$ cat config.mk
export PLATFORM = sky130hd
export DESIGN_NAME = encoder_velocity_rep_detector
export DESIGN_NICKNAME = d
export VERILOG_FILES = /design/src/sv/evrd_pkg.sv /design/src/sv/evrd_div.sv /design/src/sv/evrd_window.sv /design/src/sv/encoder_velocity_rep_detector.sv
export SDC_FILE = /design/constraint.sdc
export NUM_CORES = 2
export LEC_CHECK = 0
export BUFFER_PORTS_ARGS = -buffer_cell sky130_fd_sc_hd__buf_2
export CORE_MARGIN = 2
export CORE_UTILIZATION = 42
export DETAILED_ROUTE_END_ITERATION = 16
export PLACE_DENSITY = 0.66
export SYNTH_ARGS = -nofsm -noshare
export SYNTH_HDL_FRONTEND = slang
export SYNTH_HIERARCHICAL = 1
export SYNTH_SLANG_ARGS = --single-unit
$ cat constraint.sdc
create_clock -name clk -period 20.8 [get_ports clk]
set_input_delay 2.08 -clock clk [delete_from_list [all_inputs] [get_ports clk]]
set_output_delay 2.08 -clock clk [all_outputs]
set_load 0.1 [all_outputs]
$ cat src/sv/evrd_pkg.sv
package evrd_pkg;

  localparam int WindowDefault = 8;

  localparam logic [23:0] DppReset   = 24'd65536;
  localparam logic [15:0] StartReset = 16'd1229;
  localparam logic [15:0] EndReset   = 16'd410;
  localparam logic [15:0] MinReset   = 16'd300;

  localparam logic [1:0] REG_DPP   = 2'd0;
  localparam logic [1:0] REG_START = 2'd1;
  localparam logic [1:0] REG_END   = 2'd2;
  localparam logic [1:0] REG_MIN   = 2'd3;

  localparam logic FUNC_SAMPLE = 1'b0;
  localparam logic FUNC_CLEAR  = 1'b1;

  // Request to the shared serial divider.
  typedef struct packed {
    logic        start;
    logic [63:0] dividend;
    logic [35:0] divisor;
  } div_req_t;

  typedef struct packed {
    logic        done;
    logic [63:0] quotient;
  } div_rsp_t;

endpackage

$ cat src/sv/evrd_div.sv
// Restoring divider, one quotient bit per cycle.
module evrd_div (
  input  logic               clk,
  input  logic               rst_n,
  input  evrd_pkg::div_req_t req,
  output evrd_pkg::div_rsp_t rsp
);
  import evrd_pkg::*;

  logic [63:0] quo_r, quo_nxt;
  logic [36:0] rem_r, rem_nxt;
  logic [35:0] dvs_r, dvs_nxt;
  logic [6:0]  cnt_r, cnt_nxt;
  logic        busy_r, busy_nxt;
  logic        done_r, done_nxt;
  logic [36:0] trial;
  logic [36:0] shifted;

  always_comb begin
    quo_nxt  = quo_r;
    rem_nxt  = rem_r;
    dvs_nxt  = dvs_r;
    cnt_nxt  = cnt_r;
    busy_nxt = busy_r;
    done_nxt = 1'b0;
    shifted  = {rem_r[35:0], quo_r[63]};
    trial    = shifted - {1'b0, dvs_r};
    if (req.start) begin
      quo_nxt  = req.dividend;
      rem_nxt  = '0;
      dvs_nxt  = req.divisor;
      cnt_nxt  = 7'd64;
      busy_nxt = 1'b1;
    end else if (busy_r) begin
      if (!trial[36]) begin
        rem_nxt = trial;
        quo_nxt = {quo_r[62:0], 1'b1};
      end else begin
        rem_nxt = shifted;
        quo_nxt = {quo_r[62:0], 1'b0};
      end
      cnt_nxt = cnt_r - 7'd1;
      if (cnt_r == 7'd1) begin
        busy_nxt = 1'b0;
        done_nxt = 1'b1;
      end
    end
  end

  always_ff @(posedge clk) begin
    if (!rst_n) begin
      busy_r <= 1'b0;
      done_r <= 1'b0;
      cnt_r  <= '0;
    end else begin
      busy_r <= busy_nxt;
      done_r <= done_nxt;
      cnt_r  <= cnt_nxt;
    end
    quo_r <= quo_nxt;
    rem_r <= rem_nxt;
    dvs_r <= dvs_nxt;
  end

  assign rsp.done     = done_r;
  assign rsp.quotient = quo_r;
endmodule

$ cat src/sv/evrd_window.sv
// Sample window memory, cleared slot by slot after reset and written as a ring.
module evrd_window #(
  parameter int Window = evrd_pkg::WindowDefault
) (
  input  logic        clk,
  input  logic        rst_n,
  input  logic        rd_en,
  input  logic        wr_en,
  input  logic [15:0] wr_data,
  output logic [15:0] rd_data,
  output logic        clearing
);
  localparam int AW = (Window > 1) ? $clog2(Window) : 1;

  logic [15:0]   mem [Window];
  logic [AW-1:0] slot_r;
  logic [AW-1:0] clr_r;
  logic          clearing_r;

  always_ff @(posedge clk) begin
    if (!rst_n) begin
      slot_r     <= '0;
      clr_r      <= '0;
      clearing_r <= 1'b1;
    end else if (clearing_r) begin
      if (clr_r == AW'(Window - 1)) begin
        clearing_r <= 1'b0;
      end else begin
        clr_r <= clr_r + AW'(1);
      end
    end else if (wr_en) begin
      slot_r <= (slot_r == AW'(Window - 1)) ? '0 : slot_r + AW'(1);
    end
  end

  always_ff @(posedge clk) begin
    if (clearing_r) begin
      mem[clr_r] <= '0;
    end else if (wr_en) begin
      mem[slot_r] <= wr_data;
    end
    if (rd_en) begin
      rd_data <= mem[slot_r];
    end
  end

  assign clearing = clearing_r;
endmodule

$ cat src/sv/encoder_velocity_rep_detector.sv
// Channel | Direction | Handshake           | Payload
// in      | input     | in_valid/in_stall   | func, encoder_count, time_ms
// out     | output    | out_valid/out_stall | speeds, rep flags, totals, change
// cfg     | input     | cfg_we              | cfg_index, cfg_data
// A new item is taken only once the last is through. A velocity sample runs
// one 64-step serial division for the speed on the shared divider, and the
// window average is a division by WINDOW outside it. A sample that ends a
// rep runs a division for the rep mean and, if the best mean is not zero,
// one for the percent change. A sample with no elapsed time or no distance
// per pulse skips the speed division. A clear item goes from S_IDLE to S_OUT.
// After reset the window memory is cleared before the first item is taken.
// The result sits in an output register; a stalled result holds the block.
module encoder_velocity_rep_detector #(
  parameter int WINDOW = evrd_pkg::WindowDefault
) (
  input  logic        clk,
  input  logic        rst_n,
  input  logic        in_valid,
  output logic        in_stall,
  input  logic        in_func,
  input  logic signed [31:0] in_encoder_count,
  input  logic [31:0] in_time_ms,
  output logic        out_valid,
  input  logic        out_stall,
  output logic [15:0] out_raw_speed,
  output logic [15:0] out_smooth_speed,
  output logic        out_in_rep,
  output logic        out_rep_done,
  output logic [15:0] out_rep_total,
  output logic [15:0] out_mean_speed,
  output logic [15:0] out_peak_speed,
  output logic signed [23:0] out_speed_change,
  input  logic        cfg_we,
  input  logic [1:0]  cfg_index,
  input  logic [23:0] cfg_data
);
  import evrd_pkg::*;

  localparam int TW = 16 + $clog2(WINDOW + 1);

  typedef enum logic [3:0] {
    S_IDLE, S_RD, S_SPD, S_WIN, S_MEAN, S_CHG, S_OUT
  } state_t;

  state_t state_r;
  logic [23:0] dpp_r;
  logic [15:0] start_r, end_r, min_r;
  logic [31:0] prev_count_r, prev_time_r, now_r, start_stamp_r, rep_sum_r;
  logic [TW-1:0] total_r;
  logic        active_r;
  logic [15:0] peak_r, samples_r, counter_r, best_r, last_mean_r, raw_r;
  logic [23:0] change_r;
  logic        done_r, ovalid_r;
  logic [31:0] mag_r, dt_r;
  logic [15:0] smooth_r;

  div_req_t    dreq;
  div_rsp_t    drsp;
  logic        win_rd, win_wr, clearing;
  logic [15:0] old_val;

  evrd_div u_div (.clk(clk), .rst_n(rst_n), .req(dreq), .rsp(drsp));
  evrd_window #(.Window(WINDOW)) u_win (
    .clk(clk), .rst_n(rst_n), .rd_en(win_rd), .wr_en(win_wr),
    .wr_data(raw_r), .rd_data(old_val), .clearing(clearing));

  assign in_stall = (state_r != S_IDLE) || clearing || (ovalid_r && out_stall);
  wire accept = in_valid && !in_stall;

  // Combinational helpers for the sample path.
  logic [31:0] diff;
  logic [TW-1:0] new_total;
  logic [15:0] smooth_c;
  logic [15:0] mean_c;
  always_comb begin
    diff      = in_encoder_count - prev_count_r;
    new_total = total_r - TW'(old_val) + TW'(raw_r);
    smooth_c  = 16'(new_total / WINDOW);
    mean_c    = (drsp.quotient[63:16] != '0) ? 16'hFFFF : drsp.quotient[15:0];
  end

  logic [15:0] ctr_inc;
  assign ctr_inc = (counter_r == 16'hFFFF) ? counter_r : counter_r + 16'd1;

  logic        chg_neg;

  always_ff @(posedge clk) begin
    logic go;
    go = 1'b0;
    if (!rst_n) begin
      state_r <= S_IDLE;
      dpp_r <= DppReset; start_r <= StartReset; end_r <= EndReset; min_r <= MinReset;
      prev_count_r <= '0; prev_time_r <= '0; total_r <= '0; active_r <= 1'b0;
      start_stamp_r <= '0; peak_r <= '0; rep_sum_r <= '0; samples_r <= '0;
      counter_r <= '0; best_r <= '0; last_mean_r <= '0; change_r <= '0;
      ovalid_r <= 1'b0; done_r <= 1'b0; raw_r <= '0; smooth_r <= '0;
      chg_neg <= 1'b0;
    end else begin
      if (cfg_we) begin
        case (cfg_index)
          REG_DPP:   dpp_r   <= cfg_data;
          REG_START: start_r <= cfg_data[15:0];
          REG_END:   end_r   <= cfg_data[15:0];
          REG_MIN:   min_r   <= cfg_data[15:0];
          default: ;
        endcase
      end
      if (ovalid_r && !out_stall) ovalid_r <= 1'b0;
      case (state_r)
        S_IDLE: if (accept) begin
          done_r <= 1'b0;
          raw_r  <= '0;
          if (in_func == FUNC_CLEAR) begin
            counter_r <= '0;
            smooth_r  <= 16'(total_r / WINDOW);
            state_r   <= S_OUT;
          end else begin
            mag_r <= diff[31] ? (~diff + 32'd1) : diff;
            dt_r  <= in_time_ms - prev_time_r;
            now_r <= in_time_ms;
            prev_count_r <= in_encoder_count;
            prev_time_r  <= in_time_ms;
            state_r <= S_RD;
          end
        end
        S_RD: begin
          if (dt_r == '0 || dpp_r == '0) begin
            raw_r   <= '0;
            state_r <= S_WIN;
          end else begin
            dreq.dividend <= 64'(mag_r) * 64'(dpp_r);
            dreq.divisor  <= {dt_r, 4'b0};
            go = 1'b1;
            state_r <= S_SPD;
          end
        end
        S_SPD: if (drsp.done) begin
          raw_r <= (drsp.quotient[63:16] != '0) ? 16'hFFFF : drsp.quotient[15:0];
          state_r <= S_WIN;
        end
        S_WIN: begin
          total_r  <= new_total;
          smooth_r <= smooth_c;
          if (!active_r) begin
            if (smooth_c > start_r) begin
              active_r <= 1'b1; start_stamp_r <= now_r; peak_r <= smooth_c;
              rep_sum_r <= 32'(smooth_c); samples_r <= 16'd1;
            end
            state_r <= S_OUT;
          end else begin
            logic [31:0] s_n; logic [15:0] c_n;
            s_n = rep_sum_r; c_n = samples_r;
            if (samples_r != 16'hFFFF) begin
              s_n = rep_sum_r + 32'(smooth_c); c_n = samples_r + 16'd1;
            end
            rep_sum_r <= s_n; samples_r <= c_n;
            if (smooth_c > peak_r) peak_r <= smooth_c;
            if (smooth_c < end_r && (now_r - start_stamp_r) > 32'(min_r)) begin
              dreq.dividend <= 64'(s_n);
              dreq.divisor  <= 36'(c_n);
              go = 1'b1;
              active_r <= 1'b0;
              done_r   <= 1'b1;
              counter_r <= ctr_inc;
              state_r  <= S_MEAN;
            end else begin
              state_r <= S_OUT;
            end
          end
        end
        S_MEAN: if (drsp.done) begin
          logic [15:0] b;
          b = (counter_r == 16'd1) ? mean_c : best_r;
          last_mean_r <= mean_c;
          best_r <= b;
          if (b != '0) begin
            chg_neg <= (mean_c < b);
            dreq.dividend <= 64'((mean_c < b) ? (b - mean_c) : (mean_c - b)) * 64'd10000;
            dreq.divisor  <= 36'(b);
            go = 1'b1;
            state_r <= S_CHG;
          end else begin
            state_r <= S_OUT;
          end
        end
        S_CHG: if (drsp.done) begin
          if (chg_neg) begin
            change_r <= (drsp.quotient > 64'd8388608) ? 24'h800000 :
                        24'(~drsp.quotient + 64'd1);
          end else begin
            change_r <= (drsp.quotient > 64'd8388607) ? 24'h7FFFFF : 24'(drsp.quotient);
          end
          if (last_mean_r > best_r) best_r <= last_mean_r;
          state_r <= S_OUT;
        end
        S_OUT: begin
          ovalid_r <= 1'b1;
          state_r  <= S_IDLE;
        end
        default: state_r <= S_IDLE;
      endcase
    end
    dreq.start <= go;
  end

  assign win_rd = (state_r == S_RD);
  assign win_wr = (state_r == S_WIN);

  assign out_valid        = ovalid_r;
  assign out_raw_speed    = raw_r;
  assign out_smooth_speed = smooth_r;
  assign out_in_rep       = active_r;
  assign out_rep_done     = done_r;
  assign out_rep_total    = counter_r;
  assign out_mean_speed   = last_mean_r;
  assign out_peak_speed   = peak_r;
  assign out_speed_change = change_r;
endmodule

# Word level (Yosys, flattened, before mapping)
# Memories as Yosys holds them, arrays and structs flattened. A register that Yosys moved wholly into a read port is not among the register bits.
# Cells that the tools add are included.
# totals
regBits,713
ramBits,128
in_bits,96
wordCells,234
mem_count,1
# op_classes
n_addsub,16
multipliers,2
magnitude_cmp,8
n_eq_ne,28
muxes,85
bitwise,8
n_reduce_logical,47
# memory_table
memory,depth,width,read_ports,rd_clocked_by_memory_dff,wr,line_no,source
u_win.mem,8,16,1,1,1,evrd_window.sv:15,logic [15:0] mem [Window];
# op_table
cell,count
2-to-1 mux 100 bit,5
2-to-1 mux 16 bit,22
case mux 100 bit (3 select lines),1
2-to-1 mux 64 bit,3
2-to-1 mux 32 bit,3
case mux 16 bit (2 select lines),3
subtractor 32 bit,3
2-to-1 mux 24 bit,3
"greater-than comparator 64 x 23 -> 1 bit, second input constant",1
"greater-than comparator 64 x 24 -> 1 bit, second input constant",1
"multiplier 64 x 10 -> 60 bit, second input constant",1
multiplier 32 x 24 -> 56 bit,1
greater-than comparator 16 bit,3
case mux 16 bit (3 select lines),1
nonzero test 48 bit,1
subtractor 37 x 36 -> 37 bit,1
2-to-1 mux 36 bit,1
subtractor 16 x 16 -> 17 bit,2
"adder 16 x 1 -> 16 bit, second input constant",2
"adder 32 x 1 -> 32 bit, second input constant",1
adder 32 x 16 -> 32 bit,1
greater-than comparator 32 x 16 -> 1 bit,1
logical NOT 32 bit,1
less-than comparator 16 bit,2
47 further kinds,130

# Logic depth before layout (Yosys ltp)
# depth
ltp_word,9
depth_mapped,45

# By module
# Netlist, hierarchy kept.
# by_module_without_submodules
mod,instances,cells_each,area_per_inst_um2,seq_area_each_um2
encoder_velocity_rep_detector,1,7073,60665.7,13152.6
evrd_div,1,754,8011.4,3903.7
evrd_window,1,274,5925.7,4464.3

# Worst setup path after synthesis
# OpenSTA, ideal clock, no wires.
# synth_timing
kind,register to register
startpoint,"register raw_r[2], in the netlist out_raw_speed[2]"
endpoint,register dreq[0] (netlist name) (enable)
setup_ns,0.682
t_arrival_ns,12.228
t_required_ns,20.118
setup_slack_ns,7.891
path_stages_with_launch,25
n_path_buf,0
synth_period_minus_slack_ns,12.909
path_cell_list,dfxtp_1 > inv_1 > fa_1 > inv_1 > ha_1 > nor2b_1 > o21ai_0 > a21oi_1 > o41ai_1 > o21ai_0 > o21a_1 > nor2_1 > xnor2_1 > ha_1 > a21o_1 > a21o_1 > a21o_1 > a21o_1 > a21oi_1 > o21a_1 > nor3b_1 > a21boi_0 > nor3_1 > o22ai_1 > nor3_1
# synth_via
elab_chain_cells,5
# synth_lines
item,line_no,source
"start, declared",encoder_velocity_rep_detector.sv:51,"logic [15:0] peak_r, samples_r, counter_r, best_r, last_mean_r, raw_r;"
"start signal, assigned",encoder_velocity_rep_detector.sv:138,raw_r <= (drsp.quotient[63:16] != '0) ? 16'hFFFF : drsp.quotient[15:0];
adder 20 x 16 -> 20 bit,encoder_velocity_rep_detector.sv:77,new_total = total_r - TW'(old_val) + TW'(raw_r);
named net new_total[12],encoder_velocity_rep_detector.sv:72,logic [TW-1:0] new_total;
less-than comparator 16 bit,encoder_velocity_rep_detector.sv:158,if (smooth_c < end_r && (now_r - start_stamp_r) > 32'(min_r)) begin
logical AND 1 bit,encoder_velocity_rep_detector.sv:158,
inequality test 2 bit (no line),n/a,
AND reduction 7 bit (no line),n/a,
"end, declared",encoder_velocity_rep_detector.sv:57,div_req_t dreq;
# The timed path passes the listed nets, and every way through them passes these cells.
# A chain may end at the register's enable or synchronous reset.

# Final worst setup path
# layout_timing
startpoint,register u_div.quo_r[50]
endpoint,register dreq[75] (netlist name) (data pin)
# layout_via
elab_chain_cells,9
# layout_lines
item,line_no,source
"start, declared",evrd_div.sv:10,"logic [63:0] quo_r, quo_nxt;"
"start signal, assigned",evrd_div.sv:60,quo_r <= quo_nxt;
nonzero test 48 bit (*),encoder_velocity_rep_detector.sv:79,mean_c = (drsp.quotient[63:16] != '0) ? 16'hFFFF : drsp.quotient[15:0];
2-to-1 mux 16 bit (*),encoder_velocity_rep_detector.sv:79,
2-to-1 mux 16 bit,encoder_velocity_rep_detector.sv:173,b = (counter_r == 16'd1) ? mean_c : best_r;
subtractor 16 x 16 -> 17 bit / less-than comparator 16 bit (equally long branches),encoder_velocity_rep_detector.sv:178,dreq.dividend <= 64'((mean_c < b) ? (b - mean_c) : (mean_c - b)) * 64'd10000;
2-to-1 mux 64 bit (*),encoder_velocity_rep_detector.sv:178,
multiplier 64 x 10 -> 60 bit (*),encoder_velocity_rep_detector.sv:178,
2-to-1 mux 100 bit (*),encoder_velocity_rep_detector.sv:176,if (b != '0) begin
2-to-1 mux 100 bit (*),encoder_velocity_rep_detector.sv:171,S_MEAN: if (drsp.done) begin
case mux 100 bit (3 select lines) (*),encoder_velocity_rep_detector.sv:109,case (state_r)
# Every way passes the cells marked *; elsewhere a longest branch is shown, timed or not. The select of a mux whose other input is x is not followed.

==> summary.txt <==
Status
  • Status: complete, no violations

Synth
  • Asr flop ratio synth: 0%
  • Synth Area per Inst: 9.209 um^2
  • Number of flops mapped to enable cells by yosys: 440
  • Ys flop type: edfxtp_1
  • Synth Warn #: 6
  • Largest family of logic cells by synthesized area: adder cells
  • Post-synthesis compound-gate area fraction: 12.55%
  • Post-Synth Adder-Cell Area: 28.24%
  • Post-Synth XOR/XNOR Area: 3.552%
  • Yosys cell types: 105
  • Area of the mapped netlist: 74,600 um^2
  • #FFs+latches synth: 855
  • Cells after Synth: 8,101
  • Synthesized net count: 9,452
  • Register area share after synthesis: 28.85%
  • Synth Area in Simple Gates: 15.58%
  • Mux contribution to synthesized area: 3.599%

Detailed routing
  • Drt first pass iters: 7
  • Total Wirelength: 218,900 um
  • Initial DRC Count: 4,703
  • Routed len/inst: 20.81 um
  • Vias per cell: 5.565
  • DRC violations left: 0
  • Antenna Nets Post-Route: 0
  • Vias: 58,560

Clocking
  • Clock transition at path regs: 0.06 ns
  • CTS tree: yes
  • CTS root buf: clkbuf_16
  • H-Tree Depth: 3
  • CTS Sinks: 855
  • Postcts setup bufs: 0
  • # resized after CTS: 0
  • Hold-fix buffers, CTS: 0
  • Inserted Clock Buffers: 91
  • Max clock buf depth: 3
  • Clk_lat worst skew: 0.75 ns

Floorplanning
  • Die width: 425.5 um
  • Boundary Pins: 204
  • Initial core utilization: 42.31%
  • Die area: 181,000 um^2
  • Rows: 154
  • Die height: 425.5 um
  • Core area: 176,300 um^2

Pwr
  • Pwr per Cell Area: 62.26 nW/um^2
  • Max VDD drop: 0.00006958 V
  • P_leak: 34.50 nW

Critical path
  • Critical path class: reg2reg
  • Critical path's largest stage delay: 0.74 ns
  • Crit Path Max Fanout: 15
  • CP most frequent cell: ha_1
  • Worst EP arrival: 12.18 ns
  • Slowest CP cell: nor4_1
  • Crit. End Element: flop
  • Crit start category: flop
  • Crit path required time: 21.31 ns

Global route
  • GR Util met1: 32.03%
  • Antenna violations before repair: 22
  • GRT met3 Usage: 3.244%
  • GRT Util Overall: 24.23%
  • Gr ovfl total: 0
  • Met2 GRT Util: 39.87%
  • Vias in the first global route: 58,450
  • GRT busiest layer: met2
  • First-pass GRT wire length: 342,200 um
  • Largest net degree at the start of global routing: 161

Timing
  • Worst-Margin Slew: 1.261 ns
  • RSZ-0062 raised after global routing: no
  • Period utilization: 56.09%
  • Final setup viols: 0
  • Final period demand of the worst path: 11.67 ns
  • Slew Viols, Final: 0
  • Clock Skews: 0.05697 ns
  • Setup WS post-layout: 9.133 ns
  • Hold violation total from the final report: 0
  • Max-slew headroom at the worst pin: 15.63%
  • FMAX: 85.71 MHz
  • Setup TNS: 0 ns
  • Hold slack: 0.4168 ns

Layout
  • Share of layout cells above drive strength 1: 8.113%
  • Post-route cell area: 81,040 um^2
  • P&R area growth vs syn: 8.634%
  • Final #Nets: 9,446

Placed design
  • RD Place Congestion: 0.9518
  • Number of port buffers: 203
  • Final HPWL DP: 165,700 um
  • Placed inst area: 77,810 um^2
  • Post-place setup slack: 9.182 ns

Hold path
  • Hold Crit Class: reg2reg

Run
  • Maxcap violations: 0
[cells in the mapped netlist, types with 33 or more instances]
cell	count	share of area (%)
a211oi_1	87	0.88
a21o_1	130	1.3
a21oi_1	494	3.3
a22oi_1	33	0.33
a31oi_1	49	0.41
and2_1	277	2.3
and3_1	68	0.57
clkbuf_1	375	1.9
dfxtp_1	415	11
edfxtp_1	440	18
fa_1	715	19
ha_1	540	9.1
inv_1	1080	5.4
mux2_2	84	1.3
mux2i_1	85	1.1
nand2_1	1216	6.1
nand2b_1	52	0.44
nand3_1	87	0.58
nand4_1	58	0.49
nor2_1	451	2.3
nor2b_1	48	0.40
nor3_1	89	0.60
nor4_1	44	0.37
o211ai_1	45	0.45
o21a_1	59	0.59
o21ai_0	265	1.8
or3_1	37	0.31
xnor2_1	187	2.2
xor2_1	105	1.2
[final timing paths]
check | from | cells after the start | slack [ns] | to
setup / recovery | u_div/quo_r[50] | 34 | 9.13 | dreq[75]
hold / removal | dreq[28] | 0 | 0.42 | u_div/dvs_r[28]
setup reg to reg | u_div/quo_r[50] | 34 | 9.13 | dreq[75]
hold reg to reg | dreq[28] | 0 | 0.42 | u_div/dvs_r[28]
[flip-flops by register name (all words and copies together) (netlist names), 32 cells and up]
| register | flops |
|---|---|
| dreq | 101 |
| dt_r | 32 |
| mag_r | 32 |
| now_r | 32 |
| prev_count_r | 32 |
| prev_time_r | 32 |
| rep_sum_r | 32 |
| start_stamp_r | 32 |
| u_div/dvs_r | 36 |
| u_div/quo_r | 64 |
| u_div/rem_r | 36 |
| u_win/mem | 128 |
[layout by cell type (no fill, tap or decap), types with 17 or more instances in the layout]
| master | netlist | layout |
|---|---|---|
| nand3_1 | 87 | 87 |
| o31ai_1 | 32 | 32 |
| o21ai_0 | 265 | 265 |
| mux4_2 | 27 | 27 |
| and2_1 | 277 | 277 |
| a211oi_1 | 87 | 87 |
| dfxtp_1 | 415 | 412 |
| xnor2_1 | 187 | 187 |
| a21oi_1 | 494 | 494 |
| nand2b_1 | 52 | 52 |
| o21a_1 | 59 | 59 |
| o21bai_1 | 26 | 25 |
| clkbuf_16 | 0 | 94 |
| o211ai_1 | 45 | 45 |
| mux2i_1 | 85 | 85 |
| nor2b_1 | 48 | 48 |
| a31oi_1 | 49 | 49 |
| fa_1 | 715 | 715 |
| xor2_1 | 105 | 105 |
| nand2_1 | 1216 | 1214 |
| a21o_1 | 130 | 130 |
| edfxtp_1 | 440 | 440 |
| nand3b_1 | 20 | 20 |
| and3_1 | 68 | 68 |
| inv_1 | 1080 | 1078 |
| or4_1 | 17 | 17 |
| ha_1 | 540 | 540 |
| buf_4 | 4 | 103 |
| nand4_1 | 58 | 58 |
| nor4_1 | 44 | 44 |
| nor2_1 | 451 | 438 |
| a22oi_1 | 33 | 33 |
| buf_2 | 14 | 203 |
| mux2_2 | 84 | 84 |
| or2_2 | 17 | 17 |
| a21boi_0 | 19 | 19 |
| or3_1 | 37 | 37 |
| nor3_1 | 89 | 87 |
[per-stage QoR]
step	util, %	total power, W	std cells
floorplan	-	0.002935	8101
global placement	44.13	0.003315	10340
detailed placement	44.13	0.003336	10340
CTS	45.95	0.005084	10510
global route	45.96	0.005304	10520
finish	45.97	0.005046	10520
[critical path, delay by kind of cell, from the launching register on]
family	cells	cell delay (ns)
muxes	1	0.39
buffers and inverters	3	0.46
DFF	1	0.38
adders and majority gates	7	2.81
AOI/OAI and AO/OA	7	2.15
and+or+nand+nor	14	4.82
xor gates and xnor gates	2	0.42
[per-layer routing]
| metal | routed length (um) | vias up |
|---|---|---|
| met1 | 92320 | 29250 |
| met4 | 9292 | 18 |
| met2 | 103600 | 1884 |
| li1 | - | 27010 |
| met3 | 13580 | 400 |
| met5 | 118 | - |
[cells by family after synthesis]
family,count (synthesis)
AND/OR/NAND/NOR,2528
buffers and inverters,1489
AO/OA/AOI/OAI,1467
adder cells (fa/ha/maj),1255
flip-flops,855
XOR/XNOR,297
multiplexers,210
[cell type report]
| cell class | count | area [um^2] |
|---|---|---|
| Clock inverter | 62 | 760.7 |
| Sequential cell | 855 | 21530 |
| Clock buffer | 108 | 2445 |
| Multi-Input combinational cell | 5757 | 47470 |
| Fill cell | 16650 | 95260 |
| Timing Repair Buffer | 307 | 1809 |
| Antenna cell | 11 | 27.53 |
| Tap cell | 2340 | 2928 |
| Inverter | 1083 | 4073 |
[report_power, final]
| group | total, W | switching (W) | internal [W] | leakage (nW) |
|---|---|---|---|---|
| registers | 0.00188 | 0.0000357 | 0.00185 | 7.27 |
| clock network | 0.00174 | 0.000756 | 0.000981 | 1.53 |
| logic | 0.00143 | 0.000872 | 0.000554 | 25.7 |
Power figures use the tool's default switching activity.
